File: src/hw/rtl/array_priority_queue_core_macros.svh
// Assertion helpers used by the queue core RTL.
// Each macro expects clk and rst_n to be in scope.
`ifndef ARRAY_PRIORITY_QUEUE_CORE_MACROS_SVH
`define ARRAY_PRIORITY_QUEUE_CORE_MACROS_SVH

// Same-cycle implication.
`define APQ_ASSERT_SAME(label, ante, cons, msg) \
    label: assert property (@(posedge clk) disable iff (!rst_n) (ante) |-> (cons)) \
        else $error(msg);

// Next-cycle implication.
`define APQ_ASSERT_NEXT(label, ante, cons, msg) \
    label: assert property (@(posedge clk) disable iff (!rst_n) (ante) |=> (cons)) \
        else $error(msg);

`endif

File: src/hw/rtl/apq_pkg.sv
`timescale 1ns / 1ps

package apq_pkg;

    localparam int VALUE_W = 32;
    localparam int PRIO_W  = 8;

    localparam logic CMD_INSERT = 1'b0;
    localparam logic CMD_DELETE = 1'b1;

    typedef enum logic [1:0] {
        STATUS_OK    = 2'd0,
        STATUS_FULL  = 2'd1,
        STATUS_EMPTY = 2'd2
    } status_t;

    // Control from the sequencer to the min-search unit.
    typedef struct packed {
        logic en;     // a priority word is on the read port this cycle
        logic first;  // it is slot 0: seed the running minimum
    } cmp_ctrl_t;

endpackage

File: src/hw/rtl/apq_store.sv
`timescale 1ns / 1ps

// Entry storage: one write port, one read port, registered read data.
module apq_store #(
    parameter int DEPTH = 8,
    parameter int IW    = $clog2(DEPTH)
) (
    input  logic                                clk,
    input  logic                                wr_en,
    input  logic [IW-1:0]                       wr_addr,
    input  logic signed [apq_pkg::VALUE_W-1:0]  wr_value,
    input  logic [apq_pkg::PRIO_W-1:0]          wr_prio,
    input  logic [IW-1:0]                       rd_addr,
    output logic signed [apq_pkg::VALUE_W-1:0]  rd_value,
    output logic [apq_pkg::PRIO_W-1:0]          rd_prio
);

    logic signed [apq_pkg::VALUE_W-1:0] value_mem [DEPTH];
    logic [apq_pkg::PRIO_W-1:0]         prio_mem  [DEPTH];

    always_ff @(posedge clk)
    begin
        if (wr_en)
        begin
            value_mem[wr_addr] <= wr_value;
            prio_mem[wr_addr]  <= wr_prio;
        end
        rd_value <= value_mem[rd_addr];
        rd_prio  <= prio_mem[rd_addr];
    end

endmodule

File: src/hw/rtl/apq_cmp.sv
`timescale 1ns / 1ps

// Running minimum over the priorities streamed out of the store.
// Strict less-than keeps the lowest slot on ties (scan is ascending).
module apq_cmp #(
    parameter int IW = 3
) (
    input  logic                        clk,
    input  apq_pkg::cmp_ctrl_t          ctrl,
    input  logic [IW-1:0]               idx,
    input  logic [apq_pkg::PRIO_W-1:0]  prio,
    output logic [IW-1:0]               best_idx_next,
    output logic [IW-1:0]               best_idx
);

    logic [IW-1:0]              best_idx_reg;
    logic [apq_pkg::PRIO_W-1:0] best_prio_reg;
    logic [apq_pkg::PRIO_W-1:0] best_prio_next;
    logic                       take;

    always_comb
    begin
        take           = ctrl.en && (ctrl.first || (prio < best_prio_reg));
        best_idx_next  = take ? idx  : best_idx_reg;
        best_prio_next = take ? prio : best_prio_reg;
    end

    always_ff @(posedge clk)
    begin
        best_idx_reg  <= best_idx_next;
        best_prio_reg <= best_prio_next;
    end

    assign best_idx = best_idx_reg;

endmodule

File: src/hw/rtl/array_priority_queue_core.sv
// Channel | Handshake           | Payload
// --------+---------------------+------------------------------------------
// in      | in_valid / in_stall | cmd, value, priority_req
// out     | out_valid/ out_stall| status, removed_value
//
// One request at a time. Insert, full insert and empty delete go straight
// from acceptance to the response state, which posts the result to the
// output register; the next request is taken once the sequencer is idle.
// Delete on N entries: a scan of the N slots through the single store read
// port (one priority per cycle into the shared compare unit), then the
// winner's value is captured while the last slot is read, then the last
// entry is moved into the hole, then the result is posted.
// Reset clears the count, sequencer and output valid; entry storage is not
// cleared (only slots below the count are ever read).
// in_stall is high whenever the sequencer is busy; a result waiting on
// out_stall holds the sequencer in its response state.
`timescale 1ns / 1ps

`include "array_priority_queue_core_macros.svh"

module array_priority_queue_core #(
    parameter int DEPTH = 8
) (
    input  logic                                clk,
    input  logic                                rst_n,
    input  logic                                in_valid,
    output logic                                in_stall,
    input  logic                                cmd,
    input  logic signed [apq_pkg::VALUE_W-1:0]  value,
    input  logic [apq_pkg::PRIO_W-1:0]          priority_req,
    output logic                                out_valid,
    input  logic                                out_stall,
    output logic [1:0]                          status,
    output logic signed [apq_pkg::VALUE_W-1:0]  removed_value
);

    localparam int IW = $clog2(DEPTH);
    localparam int CW = $clog2(DEPTH + 1);

    typedef enum logic [2:0] {
        ST_IDLE,
        ST_SCAN,      // priorities stream through the compare unit
        ST_GET_LAST,  // winner's value arrives; read the last slot
        ST_MOVE,      // last slot arrives; write it over the winner
        ST_RESP       // post result to the output register
    } state_t;

    state_t state_reg, state_next;

    logic [CW-1:0]                      count_reg, count_next;
    logic [IW-1:0]                      rd_idx_reg, rd_idx_next;
    apq_pkg::status_t                   pend_status_reg, pend_status_next;
    logic signed [apq_pkg::VALUE_W-1:0] pend_value_reg, pend_value_next;
    logic                               out_valid_reg, out_valid_next;
    logic [1:0]                         status_reg, status_next;
    logic signed [apq_pkg::VALUE_W-1:0] removed_value_reg, removed_value_next;

    logic                               in_accept;
    logic                               out_free;
    logic [CW-1:0]                      count_m1;
    logic [IW-1:0]                      last_idx;
    logic                               scan_last;
    logic                               full;
    logic                               empty;

    // store ports
    logic                               wr_en;
    logic [IW-1:0]                      wr_addr;
    logic signed [apq_pkg::VALUE_W-1:0] wr_value;
    logic [apq_pkg::PRIO_W-1:0]         wr_prio;
    logic [IW-1:0]                      rd_addr;
    logic signed [apq_pkg::VALUE_W-1:0] rd_value;
    logic [apq_pkg::PRIO_W-1:0]         rd_prio;

    // compare unit
    apq_pkg::cmp_ctrl_t                 cmp_ctrl;
    logic [IW-1:0]                      best_idx_next;
    logic [IW-1:0]                      best_idx;

    apq_store #(
        .DEPTH (DEPTH),
        .IW    (IW)
    ) u_store (
        .clk      (clk),
        .wr_en    (wr_en),
        .wr_addr  (wr_addr),
        .wr_value (wr_value),
        .wr_prio  (wr_prio),
        .rd_addr  (rd_addr),
        .rd_value (rd_value),
        .rd_prio  (rd_prio)
    );

    apq_cmp #(
        .IW (IW)
    ) u_cmp (
        .clk           (clk),
        .ctrl          (cmp_ctrl),
        .idx           (rd_idx_reg),
        .prio          (rd_prio),
        .best_idx_next (best_idx_next),
        .best_idx      (best_idx)
    );

    assign in_stall  = (state_reg != ST_IDLE);
    assign in_accept = in_valid && !in_stall;
    assign out_free  = !out_valid_reg || !out_stall;

    assign count_m1  = count_reg - CW'(1);
    assign last_idx  = count_m1[IW-1:0];
    assign scan_last = (rd_idx_reg == last_idx);
    assign full      = (count_reg == CW'(DEPTH));
    assign empty     = (count_reg == '0);

    assign cmp_ctrl.en    = (state_reg == ST_SCAN);
    assign cmp_ctrl.first = (rd_idx_reg == '0);

    // Store read address: next slot while scanning, then winner, then last.
    always_comb
    begin
        unique case (state_reg)
            ST_SCAN:     rd_addr = scan_last ? best_idx_next : rd_idx_reg + IW'(1);
            ST_GET_LAST: rd_addr = last_idx;
            default:     rd_addr = '0;
        endcase
    end

    // Store write: append on insert, fill the hole on delete.
    always_comb
    begin
        wr_en    = 1'b0;
        wr_addr  = count_reg[IW-1:0];
        wr_value = value;
        wr_prio  = priority_req;
        if (state_reg == ST_MOVE)
        begin
            wr_en    = 1'b1;
            wr_addr  = best_idx;
            wr_value = rd_value;
            wr_prio  = rd_prio;
        end
        else if (in_accept && (cmd == apq_pkg::CMD_INSERT) && !full)
        begin
            wr_en = 1'b1;
        end
    end

    always_comb
    begin
        state_next         = state_reg;
        count_next         = count_reg;
        rd_idx_next        = rd_idx_reg;
        pend_status_next   = pend_status_reg;
        pend_value_next    = pend_value_reg;
        out_valid_next     = out_valid_reg && out_stall;
        status_next        = status_reg;
        removed_value_next = removed_value_reg;

        unique case (state_reg)
            ST_IDLE:
            begin
                if (in_accept)
                begin
                    pend_status_next = apq_pkg::STATUS_OK;
                    pend_value_next  = '0;
                    state_next       = ST_RESP;
                    if (cmd == apq_pkg::CMD_INSERT)
                    begin
                        if (full)
                            pend_status_next = apq_pkg::STATUS_FULL;
                        else
                            count_next = count_reg + CW'(1);
                    end
                    else if (empty)
                    begin
                        pend_status_next = apq_pkg::STATUS_EMPTY;
                    end
                    else
                    begin
                        // slot 0 was addressed this cycle
                        rd_idx_next = '0;
                        state_next  = ST_SCAN;
                    end
                end
            end
            ST_SCAN:
            begin
                if (scan_last)
                    state_next = ST_GET_LAST;
                else
                    rd_idx_next = rd_idx_reg + IW'(1);
            end
            ST_GET_LAST:
            begin
                pend_value_next = rd_value;
                state_next      = ST_MOVE;
            end
            ST_MOVE:
            begin
                count_next = count_m1;
                state_next = ST_RESP;
            end
            ST_RESP:
            begin
                if (out_free)
                begin
                    out_valid_next     = 1'b1;
                    status_next        = pend_status_reg;
                    removed_value_next = pend_value_reg;
                    state_next         = ST_IDLE;
                end
            end
            default:
            begin
                state_next = ST_IDLE;
            end
        endcase
    end

    always_ff @(posedge clk or negedge rst_n)
    begin
        if (!rst_n)
        begin
            state_reg         <= ST_IDLE;
            count_reg         <= '0;
            rd_idx_reg        <= '0;
            pend_status_reg   <= apq_pkg::STATUS_OK;
            pend_value_reg    <= '0;
            out_valid_reg     <= 1'b0;
            status_reg        <= '0;
            removed_value_reg <= '0;
        end
        else
        begin
            state_reg         <= state_next;
            count_reg         <= count_next;
            rd_idx_reg        <= rd_idx_next;
            pend_status_reg   <= pend_status_next;
            pend_value_reg    <= pend_value_next;
            out_valid_reg     <= out_valid_next;
            status_reg        <= status_next;
            removed_value_reg <= removed_value_next;
        end
    end

    assign out_valid     = out_valid_reg;
    assign status        = status_reg;
    assign removed_value = removed_value_reg;

    `APQ_ASSERT_SAME(a_count_bound, 1'b1, count_reg <= CW'(DEPTH), "entry count above depth")
    `APQ_ASSERT_SAME(a_scan_range, state_reg == ST_SCAN, rd_idx_reg <= last_idx && !empty, "scan index past last entry")
    `APQ_ASSERT_NEXT(a_move_dec, state_reg == ST_MOVE, count_reg == $past(count_m1), "delete did not drop the count")
    `APQ_ASSERT_NEXT(a_empty_code, in_accept && cmd == apq_pkg::CMD_DELETE && empty, pend_status_reg == apq_pkg::STATUS_EMPTY && state_reg == ST_RESP, "empty delete not reported")

endmodule

File: config.mk
export PLATFORM = sky130hd
export DESIGN_NAME = array_priority_queue_core
export DESIGN_NICKNAME = d
export VERILOG_FILES = /design/src/hw/rtl/apq_pkg.sv /design/src/hw/rtl/apq_store.sv /design/src/hw/rtl/apq_cmp.sv /design/src/hw/rtl/array_priority_queue_core.sv
export VERILOG_INCLUDE_DIRS = /design/src /design/src/hw/rtl
export SDC_FILE = /design/constraint.sdc
export NUM_CORES = 1
export LEC_CHECK = 0
export ABC_AREA = 0
export BUFFER_PORTS_ARGS = -buffer_cell sky130_fd_sc_hd__buf_2
export CELL_PAD_IN_SITES_DETAIL_PLACEMENT = 0
export CELL_PAD_IN_SITES_GLOBAL_PLACEMENT = 1
export CORE_AREA = 2 2 253 180
export DETAILED_ROUTE_END_ITERATION = 10
export DIE_AREA = 0 0 255 182
export GPL_TIMING_DRIVEN = 1
export HOLD_SLACK_MARGIN = 0.02
export PLACE_DENSITY_LB_ADDON = 0.3
export SLEW_MARGIN = 20
export SYNTH_ARGS = -nofsm -noshare
export SYNTH_HDL_FRONTEND = slang
export SYNTH_SLANG_ARGS = --single-unit
File: constraint.sdc
create_clock -name clk -period 4.98 [get_ports clk]
set_clock_uncertainty 0.15 [all_clocks]
set_input_delay 0.996 -clock clk [delete_from_list [all_inputs] [get_ports clk]]
set_output_delay 0.996 -clock clk [all_outputs]
set_load 0.005 [all_outputs]
=== Yosys cells after proc, flatten, opt, wreduce, memory -nomap -nowiden ===
Memories as Yosys holds them, arrays and structs flattened. A register that Yosys moved wholly into a read port is not among the register bits.
Index checks and enable logic that the tools add are counted.
W data, S select, Z words.

* Register bits after elaboration: 90
* Memory bits (writable): 320
* Output and inout port bits: 36
* Word-level logic and storage cells: 87
* Memories: 2

{| class="wikitable"
|+ Memories
! name !! depth !! bits a word !! read ports !! clocked after Yosys merged registers in !! wr ports !! RTL line !! RTL
|-
| u_store.value_mem || 8 || 32 || 1 || 1 || 1 || apq_store.sv:18 || <nowiki>logic signed [apq_pkg::VALUE_W-1:0] value_mem [DEPTH];</nowiki>
|-
| u_store.prio_mem || 8 || 8 || 1 || 1 || 1 || apq_store.sv:19 || <nowiki>logic [apq_pkg::PRIO_W-1:0] prio_mem [DEPTH];</nowiki>
|}

* Add/subtract/negate cells: 3
* $lt $le $gt $ge: 1
* Equal/unequal tests: 14
* Mux-type cells: 32
* Bitwise operators: 1
* Reductions and logical operators: 24

{| class="wikitable"
|+ Operators by type and width
! operator !! number
|-
| $mux W32 || 2
|-
| $pmux W32 S2 || 1
|-
| $mux W3 || 12
|-
| $ne A2 B2 Y1 const B || 8
|-
| $pmux W3 S5 || 1
|-
| $mux W4 || 3
|-
| $pmux W3 S2 || 2
|-
| $lt A8 B8 Y1 || 1
|-
| $mux W8 || 1
|-
| $pmux W4 S2 || 1
|-
| $mux W1 || 7
|-
| $eq A3 B2 Y1 const B || 2
|-
| $logic_not A3 Y1 || 2
|-
| $reduce_and A2 Y1 || 3
|-
| $reduce_bool A2 Y1 || 3
|-
| $logic_and A1 B1 Y1 || 5
|-
| $reduce_and A5 Y1 || 1
|-
| $add A4 B1 Y4 const B || 1
|-
| $eq A4 B4 Y1 const B || 1
|-
| $logic_not A1 Y1 || 4
|-
| $logic_not A4 Y1 || 1
|-
| $mux W2 || 2
|-
| $reduce_and A4 Y1 || 1
|-
| $sub A4 B1 Y4 const B || 1
|-
| other kinds (8) || 9
|}

=== Logic depth before layout (Yosys ltp) ===
* Depth in word-level cells: 9
* Depth in mapped cells: 12
* Gate-level depth less buffers: 10

=== Hierarchy ===
From an unflattened synthesis, not the netlist that was laid out.

* Cell total of the unflattened synthesis: 937
* Area total of the unflattened synthesis: 17605.6 µm²

{| class="wikitable"
|+ By module, submodules not included
! module !! times used !! cells an instance !! area an instance (µm²) !! sequential area each (µm²)
|-
| apq_store || 1 || 515 || 13171.4 || 10410.0
|-
| array_priority_queue_core || 1 || 382 || 3886.2 || 1976.9
|-
| apq_cmp || 1 || 40 || 548.0 || 300.3
|}

=== Worst setup path after synthesis ===
No wires, ideal clock.

* Path kind: input to register
* Start point: input in_valid
* End point: memory u_store.prio_mem[1][0] (netlist name), enable pin
* Setup time: 0.437 ns
* Data arrival time: 3.496 ns
* Setup slack: 0.897 ns
* Cell stages on the path: 4
* Cells stage by stage: nand2_1 > o31a_1 > or2_2 > nor2_1

* Cells in the longest elaborated chain, start to end: 7

{| class="wikitable"
|+ RTL lines
! element !! RTL line !! RTL
|-
| from (decl) || array_priority_queue_core.sv:26 || <nowiki>input logic in_valid,</nowiki>
|-
| $logic_and A1 B1 Y1 || array_priority_queue_core.sv:106 || <nowiki>assign in_accept = in_valid && !in_stall;</nowiki>
|-
| $logic_and A1 B1 Y1 (2 in series) || array_priority_queue_core.sv:142 || <nowiki>else if (in_accept && (cmd == apq_pkg::CMD_INSERT) && !full)</nowiki>
|-
| $mux W1 || array_priority_queue_core.sv:142 ||
|-
| $mux W1 || array_priority_queue_core.sv:135 || <nowiki>if (state_reg == ST_MOVE)</nowiki>
|-
| $mux W1 || apq_store.sv:23 || <nowiki>if (wr_en)</nowiki>
|-
| $mux W1 (implied by the code) || apq_store.sv:26 || <nowiki>prio_mem[wr_addr] <= wr_prio;</nowiki>
|-
| to (decl) || apq_store.sv:19 ||
|}

Every way passes these cells.

=== Final worst setup path ===
* Start point: register rd_idx_reg[0]
* End point: register u_store.rd_value[14] (netlist name), read port of u_store.value_mem

* Cells in the longest elaborated chain, start to end: 6
* Elaborated cells between the ends (all ways): 8
* Classes of those cells: add/sub (1); eq/ne (1); mux (3); reduce/logical (3)

{| class="wikitable"
|+ RTL lines
! element !! RTL line !! RTL
|-
| from (decl) || array_priority_queue_core.sv:51 || <nowiki>logic [IW-1:0] rd_idx_reg, rd_idx_next;</nowiki>
|-
| from (signal assigned) || array_priority_queue_core.sv:237 || <nowiki>rd_idx_reg <= rd_idx_next;</nowiki>
|-
| branches (longest 4 deep; another with $add A3 B1 Y3) || n/a ||
|-
| $mux W3 * || array_priority_queue_core.sv:122 || <nowiki>ST_SCAN: rd_addr = scan_last ? best_idx_next : rd_idx_reg + IW'(1);</nowiki>
|-
| $pmux W3 S2 * || array_priority_queue_core.sv:121 || <nowiki>unique case (state_reg)</nowiki>
|-
| to (decl) || apq_store.sv:14 || <nowiki>output logic signed [apq_pkg::VALUE_W-1:0] rd_value,</nowiki>
|}

Every way passes the cells marked *.
A chain may end at the register's enable or synchronous reset.

==> results.tsv <==
metric	value	unit
synth-edff-count	328	
p_switching	3.73	mW
core_area	44300	um^2
drc	0	
finalNonFillerCells	1614	
critPathLaunchType	register	
tns	0	ps
power_frac_comb	0.312	
status	finished, final reports clean	
rsz0062_at_grt	false	
p_clk_frac	0.264	
syn_area	17400	um^2
ant_nets	0	
fmax	252	MHz
grt_max_degree	81	
synth_top_area_cell	edfxtp_1	
pre_cts_ws	971	ps
p_sw_frac	0.294	
drive_gt1_frac	0.366	
cts_resized	0	
total_power	12.7	mW
slew_viol_final	0	
async_flop_share	0.176	
firstDrtPassIters	4	
placed_cells	1533	
drt_iter0_markers	593	
grt_pass1_wl	52.6	mm
setup_viol_count_final	0	
cts_setup_buffers	0	
row_count	65	
routed_wl	34.7	mm
largest_reg_flops	256	
h-tree-depth	2	
antenna_found_initial	0	
synth_top_area_frac	0.565	
ctsRootBufferMaster	clkbuf_16	
gp_congestion	0.734	
hold_slack	330	ps
synth_warnings	0	
synth.most_common_cell	edfxtp_1	
largest-register	u_store.value_mem	
path_max_fanout	80	
initial_utilization	0.393	
clockBufferDepth	3	
hp-class	register to register	
die_h	182	um
vias	8257	
grt_use_total	0.152	
diodes	0	
cts_sinks	450	
synth_area_leaders	edfxtp_1, dfrtp_1, mux4_2, mux2_2, dfxtp_1	
yosys.cell_types.count	58	
hpwl	19.3	mm
tritoncts	built	
top_regs	u_store.value_mem x256, u_store.prio_mem x64	
syn_avg_cell_area	20.1	um^2
ys_seq_elements	450	
overflow	0	
area_growth	15.2	%
drv_cap	0	
wl_per_cell	21.5	um
seq_power_share	0.423	
io_buffer_count	80	
worst_pin_slew	777	ps
ys.flop_type	edfxtp_1	
netlist_top_cells_count	edfxtp_1, mux2_2, dfrtp_1, mux4_2, dfxtp_1	
ir_drop	0.545	mV
cp-end-kind	register	
hold_viol	0	
fin_crit	3970	ps
fin_crit_sh	0.798	
synth_nets	924	
viasPerCell	5.12	
die_w	255	um
cts_hold_buf	0	
numCtsBuffers	44	
clk_latency	550	ps
arrival	4260	ps
synth_seq_area_share	0.727	
setup_ws	1010	ps
grt_pass1_vias	8601	
power_density	632	nW/um^2
syn_inst	867	
power.leakage	7.21	nW
p_int	8.96	mW
clk_pin_slew_worst_paths	60	ps
fin_nets	1033	
cp.required	5260	ps
die_area	46400	um^2
relSlewSlack	0.482	
path_class	register to register	
io_pins	81	
[per-stage QoR]
stage / cell area, um^2 / utilization
final: 20100 / 0.453
after global routing: 20100 / 0.453
after CTS: 20100 / 0.453
after detailed placement: 18600 / 0.420
after global placement: 18600 / 0.420
after floorplan: 17400 / -
[metal layers]
| layer | wire [um] | track usage |
|---|---|---|
| met2 | 16200 | 0.239 |
| met4 | 697 | 0.0398 |
| met5 | 0 | 0 |
| met3 | 1420 | 0.0272 |
| met1 | 16400 | 0.219 |
[logic make-up after synthesis]
logic type | Yosys count | share of synthesized area
compound gates | 72 | 0.0331
xor+xnor | 10 | 0.00595
fa+ha+maj | 12 | 0.00861
buf+inv | 55 | 0.0198
flops | 450 | 0.727
mux | 197 | 0.181
simple gates | 71 | 0.0238
[final cells by class]
type	count	area [um^2]
clock buffers	59	1220
flip-flops and latches	450	12700
clock inverters	22	241
repair buffers	103	638
multi-input cells	362	4490
fillers	3784	24200
inverters	15	56.3
well taps	603	754
[power groups by stage]
stage / registers (mW) / clock network (mW) / logic [mW]
6_report: 5.38 / 3.35 / 3.97
5_1_grt: 5.46 / 3.59 / 4.36
4_1_cts: 5.39 / 3.45 / 4.07
3_5_place_dp: 5.46 / 0 / 4.06
3_3_place_gp: 5.45 / 0 / 4.01
2_1_floorplan: 5.29 / 0 / 3.24
[final timing paths]
check / from / end / slack, ps / cells after the start
min: u_store.rd_value[25] / pend_value_reg[25] / 330 / 1
max reg2reg: rd_idx_reg[0] / u_store.rd_value[14] / 1010 / 11
min in group asynchronous: rst_n / pend_value_reg[26] / 350 / 1
max in group asynchronous: rst_n / pend_value_reg[13] / 3420 / 2
max: rd_idx_reg[0] / u_store.rd_value[14] / 1010 / 11
min reg2reg: u_store.rd_value[25] / pend_value_reg[25] / 330 / 1
[critical path, stage by stage (launching register included)]
cell,delay [ps]
dfrtp_1,470
inv_1,110
ha_1,200
or2b_2,170
nand3_2,90
nor4_2,430
or2_1,200
o21ai_1,70
a222oi_1,440
buf_12,560
mux4_1,640
mux2_2,270
[cell usage in the layout, fill, tap and decap left out, types with 3 or more instances in the layout]
master,instances
dfxtp_1,43
a22o_1,34
clkinv_1,7
o21ai_0,5
mux4_2,61
inv_1,15
clkbuf_16,45
mux4_1,17
nor2_1,10
ha_1,12
a21oi_1,6
mux2_2,116
inv_6,3
nand2_1,14
clkinv_2,6
xnor2_1,7
nor3b_1,4
dfrtp_1,79
a31oi_1,4
buf_12,5
buf_2,79
nor3_1,8
edfxtp_1,328
clkbuf_8,4
and3_1,4
buf_4,19
nor2_4,8
nand3b_1,4
clkbuf_1,10
bufinv_16,5
Power figures use the tool's default switching activity.
